===== src/sv/cqr_pkg.sv =====
// Shared types, codes and constants for the circular queue with replace.
package cqr_pkg;

    // Default ring depth
    localparam int DEPTH_DEF = 8;

    // Fixed field widths
    localparam int CMD_W    = 2;
    localparam int WORD_W   = 32;
    localparam int STATUS_W = 2;
    localparam int SLOT_W   = 3;
    localparam int IN_TDATA_W  = 72;  // 66 bits of fields, padded to whole bytes
    localparam int OUT_TDATA_W = 40;  // 37 bits of fields, padded to whole bytes

    // Commands carried by an input item
    typedef enum logic [CMD_W-1:0] {
        CMD_PUSH    = 2'd0,
        CMD_POP     = 2'd1,
        CMD_REPLACE = 2'd2,
        CMD_DUMP    = 2'd3
    } command_t;

    // Result status codes
    typedef enum logic [STATUS_W-1:0] {
        ST_OK       = 2'd0,
        ST_FULL     = 2'd1,
        ST_EMPTY    = 2'd2,
        ST_NOTFOUND = 2'd3
    } status_t;

    // Kind of result to load into the output register
    typedef enum logic [2:0] {
        EMIT_PUSH_OK  = 3'd0,
        EMIT_FULL     = 3'd1,
        EMIT_EMPTY    = 3'd2,
        EMIT_NOTFOUND = 3'd3,
        EMIT_POP      = 3'd4,
        EMIT_REPLACE  = 3'd5,
        EMIT_DUMP     = 3'd6
    } emit_t;

    // Captured input item
    typedef struct packed {
        command_t                  command;
        logic signed [WORD_W-1:0]  value;
        logic signed [WORD_W-1:0]  match_value;
    } item_t;

    // Controller to datapath commands
    typedef struct packed {
        logic  load_item;
        logic  push_write;
        logic  pop_commit;
        logic  walk_start;
        logic  rd_issue;
        logic  walk_next;
        logic  repl_write;
        logic  emit;
        emit_t emit_sel;
    } dp_ctrl_t;

    // Datapath to controller status
    typedef struct packed {
        command_t command;
        logic     empty;
        logic     full;
        logic     hit;
        logic     walk_last;
        logic     out_free;
    } dp_stat_t;

endpackage


===== src/sv/cqr_datapath.sv =====
// Datapath: entry memory, ring indices, walk pointer and output register.
module cqr_datapath #(
    parameter int DEPTH = cqr_pkg::DEPTH_DEF
) (
    input  logic                             clk,
    input  logic                             rst_n,
    input  logic [cqr_pkg::IN_TDATA_W-1:0]   s_axis_tdata,
    output logic                             m_axis_tvalid,
    input  logic                             m_axis_tready,
    output logic [cqr_pkg::OUT_TDATA_W-1:0]  m_axis_tdata,
    output logic                             m_axis_tlast,
    input  cqr_pkg::dp_ctrl_t                ctrl,
    output cqr_pkg::dp_stat_t                stat
);
    import cqr_pkg::*;

    localparam int AW = (DEPTH > 1) ? $clog2(DEPTH) : 1;
    localparam int CW = $clog2(DEPTH + 1);
    localparam logic [AW-1:0] LAST_IDX = AW'(DEPTH - 1);

    logic signed [WORD_W-1:0] mem [DEPTH];

    item_t                    item_reg;
    logic [AW-1:0]            front_reg, front_next;
    logic [AW-1:0]            rear_reg, rear_next;
    logic [CW-1:0]            count_reg, count_next;
    logic [AW-1:0]            cur_reg, cur_next;
    logic [AW-1:0]            visited_reg, visited_next;
    logic signed [WORD_W-1:0] rdata_reg;

    logic                     out_valid_reg, out_valid_next;
    status_t                  out_status_reg;
    logic signed [WORD_W-1:0] out_data_reg;
    logic [SLOT_W-1:0]        out_slot_reg;
    logic                     out_last_reg;

    logic          empty, full, walk_last, out_free;
    logic [AW-1:0] push_slot;

    function automatic logic [AW-1:0] inc_idx(input logic [AW-1:0] idx);
        inc_idx = (idx == LAST_IDX) ? '0 : idx + AW'(1);
    endfunction

    assign empty     = (count_reg == '0);
    assign full      = (count_reg == CW'(DEPTH));
    assign walk_last = ((CW'(visited_reg) + CW'(1)) == count_reg);
    assign out_free  = !out_valid_reg || m_axis_tready;
    assign push_slot = empty ? '0 : inc_idx(rear_reg);

    assign stat.command   = item_reg.command;
    assign stat.empty     = empty;
    assign stat.full      = full;
    assign stat.hit       = (rdata_reg == item_reg.match_value);
    assign stat.walk_last = walk_last;
    assign stat.out_free  = out_free;

    // Captured item (payload, no reset)
    always_ff @(posedge clk)
    begin
        if (ctrl.load_item)
        begin
            item_reg.command     <= command_t'(s_axis_tdata[1:0]);
            item_reg.value       <= s_axis_tdata[33:2];
            item_reg.match_value <= s_axis_tdata[65:34];
        end
    end

    // Entry memory: one write port, one registered read port
    always_ff @(posedge clk)
    begin
        if (ctrl.push_write)
            mem[push_slot] <= item_reg.value;
        else if (ctrl.repl_write)
            mem[cur_reg] <= item_reg.value;
        if (ctrl.rd_issue)
            rdata_reg <= mem[cur_reg];
    end

    // Ring indices and occupancy
    always_comb
    begin
        front_next = front_reg;
        rear_next  = rear_reg;
        count_next = count_reg;
        if (ctrl.push_write)
        begin
            if (empty)
                front_next = '0;
            rear_next  = push_slot;
            count_next = count_reg + CW'(1);
        end
        else if (ctrl.pop_commit)
        begin
            if (count_reg == CW'(1))
            begin
                front_next = '0;
                rear_next  = '0;
            end
            else
                front_next = inc_idx(front_reg);
            count_next = count_reg - CW'(1);
        end
    end

    // Walk pointer over the occupied entries
    always_comb
    begin
        cur_next     = cur_reg;
        visited_next = visited_reg;
        if (ctrl.walk_start)
        begin
            cur_next     = front_reg;
            visited_next = '0;
        end
        else if (ctrl.walk_next)
        begin
            cur_next     = inc_idx(cur_reg);
            visited_next = visited_reg + AW'(1);
        end
    end

    // Output register valid flag
    always_comb
    begin
        out_valid_next = out_valid_reg;
        if (ctrl.emit)
            out_valid_next = 1'b1;
        else if (m_axis_tready)
            out_valid_next = 1'b0;
    end

    always_ff @(posedge clk or negedge rst_n)
    begin
        if (!rst_n)
        begin
            front_reg     <= '0;
            rear_reg      <= '0;
            count_reg     <= '0;
            cur_reg       <= '0;
            visited_reg   <= '0;
            out_valid_reg <= 1'b0;
        end
        else
        begin
            front_reg     <= front_next;
            rear_reg      <= rear_next;
            count_reg     <= count_next;
            cur_reg       <= cur_next;
            visited_reg   <= visited_next;
            out_valid_reg <= out_valid_next;
        end
    end

    // Result payload
    always_ff @(posedge clk)
    begin
        if (ctrl.emit)
        begin
            out_data_reg <= '0;
            out_slot_reg <= '0;
            out_last_reg <= 1'b1;
            case (ctrl.emit_sel)
                EMIT_PUSH_OK:
                begin
                    out_status_reg <= ST_OK;
                    out_slot_reg   <= SLOT_W'(push_slot);
                end
                EMIT_FULL:     out_status_reg <= ST_FULL;
                EMIT_EMPTY:    out_status_reg <= ST_EMPTY;
                EMIT_NOTFOUND: out_status_reg <= ST_NOTFOUND;
                EMIT_POP:
                begin
                    out_status_reg <= ST_OK;
                    out_data_reg   <= rdata_reg;
                    out_slot_reg   <= SLOT_W'(cur_reg);
                end
                EMIT_REPLACE:
                begin
                    out_status_reg <= ST_OK;
                    out_slot_reg   <= SLOT_W'(cur_reg);
                end
                EMIT_DUMP:
                begin
                    out_status_reg <= ST_OK;
                    out_data_reg   <= rdata_reg;
                    out_slot_reg   <= SLOT_W'(cur_reg);
                    out_last_reg   <= walk_last;
                end
                default:       out_status_reg <= ST_NOTFOUND;
            endcase
        end
    end

    assign m_axis_tvalid = out_valid_reg;
    assign m_axis_tlast  = out_last_reg;
    assign m_axis_tdata  = {3'b000, out_slot_reg, out_data_reg, out_status_reg};

endmodule


===== src/sv/cqr_ctrl.sv =====
// Controller: sequences one command at a time over the datapath.
module cqr_ctrl (
    input  logic              clk,
    input  logic              rst_n,
    input  logic              s_axis_tvalid,
    output logic              s_axis_tready,
    input  cqr_pkg::dp_stat_t stat,
    output cqr_pkg::dp_ctrl_t ctrl
);
    import cqr_pkg::*;

    typedef enum logic [3:0] {
        S_IDLE = 4'b0001,
        S_EXEC = 4'b0010,
        S_RD   = 4'b0100,
        S_CHK  = 4'b1000
    } state_t;

    state_t state_reg, state_next;

    assign s_axis_tready = (state_reg == S_IDLE);

    // Next state and command decode
    always_comb
    begin
        state_next = state_reg;
        ctrl       = '0;
        ctrl.emit_sel = EMIT_PUSH_OK;
        case (state_reg)
            S_IDLE:
            begin
                if (s_axis_tvalid)
                begin
                    ctrl.load_item = 1'b1;
                    state_next     = S_EXEC;
                end
            end
            S_EXEC:
            begin
                if (stat.command == CMD_PUSH)
                begin
                    if (stat.out_free)
                    begin
                        ctrl.emit = 1'b1;
                        if (stat.full)
                            ctrl.emit_sel = EMIT_FULL;
                        else
                        begin
                            ctrl.push_write = 1'b1;
                            ctrl.emit_sel   = EMIT_PUSH_OK;
                        end
                        state_next = S_IDLE;
                    end
                end
                else if (stat.empty)
                begin
                    if (stat.out_free)
                    begin
                        ctrl.emit     = 1'b1;
                        ctrl.emit_sel = EMIT_EMPTY;
                        state_next    = S_IDLE;
                    end
                end
                else
                begin
                    ctrl.walk_start = 1'b1;
                    state_next      = S_RD;
                end
            end
            S_RD:
            begin
                ctrl.rd_issue = 1'b1;
                state_next    = S_CHK;
            end
            S_CHK:
            begin
                case (stat.command)
                    CMD_POP:
                    begin
                        if (stat.out_free)
                        begin
                            ctrl.emit       = 1'b1;
                            ctrl.emit_sel   = EMIT_POP;
                            ctrl.pop_commit = 1'b1;
                            state_next      = S_IDLE;
                        end
                    end
                    CMD_REPLACE:
                    begin
                        if (stat.hit)
                        begin
                            if (stat.out_free)
                            begin
                                ctrl.emit       = 1'b1;
                                ctrl.emit_sel   = EMIT_REPLACE;
                                ctrl.repl_write = 1'b1;
                                state_next      = S_IDLE;
                            end
                        end
                        else if (stat.walk_last)
                        begin
                            if (stat.out_free)
                            begin
                                ctrl.emit     = 1'b1;
                                ctrl.emit_sel = EMIT_NOTFOUND;
                                state_next    = S_IDLE;
                            end
                        end
                        else
                        begin
                            ctrl.walk_next = 1'b1;
                            state_next     = S_RD;
                        end
                    end
                    CMD_DUMP:
                    begin
                        if (stat.out_free)
                        begin
                            ctrl.emit     = 1'b1;
                            ctrl.emit_sel = EMIT_DUMP;
                            if (stat.walk_last)
                                state_next = S_IDLE;
                            else
                            begin
                                ctrl.walk_next = 1'b1;
                                state_next     = S_RD;
                            end
                        end
                    end
                    default:
                        state_next = S_IDLE;
                endcase
            end
            default:
                state_next = S_IDLE;
        endcase
    end

    always_ff @(posedge clk or negedge rst_n)
    begin
        if (!rst_n)
            state_reg <= S_IDLE;
        else
            state_reg <= state_next;
    end

endmodule


===== src/sv/circular_queue_with_replace.sv =====
// Top level of the circular queue with replace: controller plus datapath.
//
//   Channel  Dir  Handshake                     Payload
//   s_axis   in   s_axis_tvalid/s_axis_tready   tdata: command, value, match_value
//   m_axis   out  m_axis_tvalid/m_axis_tready   tdata: status, data, slot; tlast: last
//
// Push, and any command on an empty queue, has its result loaded in S_EXEC.
// Pop passes S_EXEC, S_RD, S_CHK; replace repeats S_RD, S_CHK per entry visited; dump
// yields an item per S_RD/S_CHK pass: the entry memory has one registered read port.
// One command is in work at a time; the next is taken once the last result is loaded.
// Reset empties the queue at once; entry storage is not cleared.
// A held result stalls the walk; the output register takes a new item as the old is taken.
module circular_queue_with_replace #(
    parameter int DEPTH = cqr_pkg::DEPTH_DEF
) (
    input  logic                             clk,
    input  logic                             rst_n,
    input  logic                             s_axis_tvalid,
    output logic                             s_axis_tready,
    // [1:0] command, [33:2] value, [65:34] match_value, [71:66] zero
    input  logic [cqr_pkg::IN_TDATA_W-1:0]   s_axis_tdata,
    output logic                             m_axis_tvalid,
    input  logic                             m_axis_tready,
    // [1:0] status, [33:2] data, [36:34] slot, [39:37] zero
    output logic [cqr_pkg::OUT_TDATA_W-1:0]  m_axis_tdata,
    output logic                             m_axis_tlast
);
    import cqr_pkg::*;

    dp_ctrl_t ctrl;
    dp_stat_t stat;

    cqr_ctrl u_ctrl (
        .clk           (clk),
        .rst_n         (rst_n),
        .s_axis_tvalid (s_axis_tvalid),
        .s_axis_tready (s_axis_tready),
        .stat          (stat),
        .ctrl          (ctrl)
    );

    cqr_datapath #(
        .DEPTH (DEPTH)
    ) u_datapath (
        .clk           (clk),
        .rst_n         (rst_n),
        .s_axis_tdata  (s_axis_tdata),
        .m_axis_tvalid (m_axis_tvalid),
        .m_axis_tready (m_axis_tready),
        .m_axis_tdata  (m_axis_tdata),
        .m_axis_tlast  (m_axis_tlast),
        .ctrl          (ctrl),
        .stat          (stat)
    );

endmodule


===== config.mk =====
export PLATFORM = sky130hd
export DESIGN_NAME = circular_queue_with_replace
export DESIGN_NICKNAME = d
export VERILOG_FILES = /design/src/sv/cqr_pkg.sv /design/src/sv/cqr_datapath.sv /design/src/sv/cqr_ctrl.sv /design/src/sv/circular_queue_with_replace.sv
export SDC_FILE = /design/constraint.sdc
export NUM_CORES = 1
export LEC_CHECK = 0
export ABC_AREA = 1
export BUFFER_PORTS_ARGS = -buffer_cell sky130_fd_sc_hd__buf_2
export CAP_MARGIN = 40
export CORE_ASPECT_RATIO = 1.75
export CORE_UTILIZATION = 39
export DETAILED_ROUTE_END_ITERATION = 8
export GPL_TIMING_DRIVEN = 0
export SETUP_SLACK_MARGIN = 0.3
export SLEW_MARGIN = 10
export SYNTH_ARGS = -nofsm -noshare
export SYNTH_HDL_FRONTEND = slang
export SYNTH_SLANG_ARGS = --single-unit

===== constraint.sdc =====
create_clock -name clk -period 12.4 [get_ports clk]
set_input_delay 2.48 -clock clk [delete_from_list [all_inputs] [get_ports clk]]
set_output_delay 2.48 -clock clk [all_outputs]
set_load 0.01 [all_outputs]

==> metrics.txt <==
Crit Path Class in2reg; CP arrival 4640 ps; fillcell total 3,632; area occupied by multi-input gates 3530 sq um; post-CTS resize count 0; Syn Area/Cell 12.8 sq um; total CTS buffers 39; GRT Overall Usage 17.3%; Synth Warn # 0; Worst Setup Slack, final 8000 ps; die height 273 um; reg2reg path depth 13; Largest register FFs 256; Clock Tree Root clkbuf_16; leading area contributor after synthesis edfxtp_1; Die ar. 42,800 sq um; H-tree lvl count 2; gr ovfl total 0; Seq cells post-synth 413; Area Overhead vs Synth 17.8%; worst slack at placement 7460 ps; r2r endpoint u_datapath.mem[3][25]; n_diodes 0; Nets 1,533; Total Wirelength 36,700 um; Post-synth EDFFs 392; Via-to-Cell Ratio 4.95; routed vias 10,000; Placer Congestion 0.858; endpoint type of the worst setup path register; status completed; maximum clock path buffer count 3; Tcrit/Tclk final 35.5%; # Post-CTS Setup Buffers 0; Max FO, Critical Path 18; minimum clock period after layout 4400 ps; Post-synth ARST share 5.08%; max-cap viol count 0; Max Clk Rate 227 MHz; synth top area cells edfxtp_1 72%, nor2_1 6.3%, o21ai_0 4.3%, dfrtp_1 3.1%, nand2_1 2.5%; crit path from m_axis_tready; crit start category primary input; hold path start u_datapath.rear_reg[1]; hold path depth 2; Main synth FF type edfxtp_1; final hold vios 0; actual slew at the worst max-slew pin 815 ps; Distinct cells, synth 37; vias in the first global route 10,000; hold_buf cts 0; final setup vio count 0; fin area 19,300 sq um; Final Max Tran Viols 0; HPWL Detailed 25,900 um; Sink Count 413; Die X 157 um; r2r setup slk 9100 ps; Post-DP Area 18,000 sq um; Rows 98; FF-to-FF Start u_datapath.count_reg[1]; Worst Hold End u_datapath.rear_reg[1]; Avg WL per Cell 18.1 um; layout cells sized above 1 16.7%; remaining routing DRC violations 0; Mapped Cells 1,276; RSZ-0062 raised after global routing false; slew margin rel. 45.5%; Power Total 3.75 mW; Leakage 6.84 nW; worst vdd rail ir drop 99.5 uV; post-route ant nets 0; worst hold path type reg2reg; first-pass GRT wire length 55,200 um; CP required 12,640 ps; Sequential Area 12,300 sq um; power density cells 195 nW/um^2; Clk pin slew, worst setup/hold paths 70 ps; Clk Latency, worst-skew pair 550 ps; largest net degree at the start of global routing 34; Initial Utilization 39.8%; First DRT Iteration DRCs 588; sequential share of the synthesized area 75.2%; Port Buf Inserts 109; drt first pass iters 5; antenna violations before repair 0; top-area cell type share of the netlist area 72.0%; CTS tree built; Worst Clk Skew 26.6 ps; Syn Std Cell Area 16,300 sq um; Core Region 41,100 sq um; I/O Pins 119
[per-layer routing]
| layer | up-vias | share of wire [%] | wire length [um] | track usage (%) |
|---|---|---|---|---|
| met5 | - | 0 | 0 | 0 |
| li1 | 4810 | - | - | - |
| met2 | 304 | 55 | 20000 | 33.0 |
| met4 | 0 | 4.2 | 1530 | 8.67 |
| met3 | 98 | 4.0 | 1470 | 2.17 |
| met1 | 4812 | 37 | 13700 | 18.3 |
[metrics by stage]
stage | hold slack [ps] | util, % | std cells | TNS (ps)
final | 525 | 46.9 | 2027 | 0
after global routing | 528 | 46.9 | 2027 | 0
after CTS | 524 | 46.9 | 2027 | 0
after detailed placement | 509 | 43.7 | 1956 | 0
after global placement | 477 | 42.8 | 1937 | -74060
after floorplan | 457 | - | 1278 | 0
[worst max-delay path, cell delays in order]
cell     delay [ps]
buf_2            70
nor2_1           90
inv_1           170
nand2_1          90
nor2_1          130
nand2_1         140
inv_1           160
nand2_1          90
o21ai_0          90
inv_1           190
nor2_4          690
buf_16          230
[final cells by class]
cell class	count	area share [%]
Sequential cell	413	63.8
Multi-Input combinational cell	716	18.3
Clock buffer	45	5.29
Timing Repair Buffer	128	4.43
Tap cell	550	3.57
Inverter	92	1.79
Clock inverter	26	1.44
Buffer	57	1.31
[synth_stat cells, drive strengths merged, types with 11 or more instances]
library cell  number
clkbuf            46
xnor2             24
inv               91
a31oi             32
edfxtp           392
buf               11
o22ai             34
dfrtp             20
o21ai            145
nor2             302
nand2            111
nand3             28
[kinds of logic (layout without fill, tap and decap cells)]
family                   after synthesis  after routing  share of synthesized area [%]
buffers and inverters                149            348                           3.66
AND/OR/NAND/NOR                      452            452                           11.3
other                                  1              3                         0.0229
flip-flops                           413            413                           75.2
XOR/XNOR                              29             29                           1.55
AO/OA/AOI/OAI                        222            222                           7.45
adder cells (fa/ha/maj)               10             10                          0.765
[worst max-delay path by stage]
stage / slack, ps / endpoint / depth (start not counted)
final: 8000 / u_datapath.mem[3][25] / 12
after global routing: 7790 / u_datapath.mem[3][25] / 12
after CTS: 8010 / u_datapath.mem[3][25] / 12
after detailed placement: 7460 / u_datapath.mem[3][16] / 12
after global placement: -1130 / u_datapath.item_reg[48] / 3
after floorplan: 3000 / u_datapath.item_reg[0] / 2
[power by group]
group / switching, mW / total [mW] / internal, mW
clock: 0.519 / 1.22 / 0.700
sequential: 0.0940 / 1.80 / 1.71
combinational: 0.499 / 0.728 / 0.230
[cell usage in the layout, fill, tap and decap left out, types with 24 or more instances in the layout]
master and instances:
o22ai_1 34, nor2_1 266, inv_1 85, nor2_2 27, edfxtp_1 392, nand3_1 27, o21ai_0 141, buf_2 116
nand2_1 108, xnor2_1 24, clkbuf_16 40, clkbuf_1 51, a31oi_1 32
No activity file was read; power rests on OpenSTA's default activity.
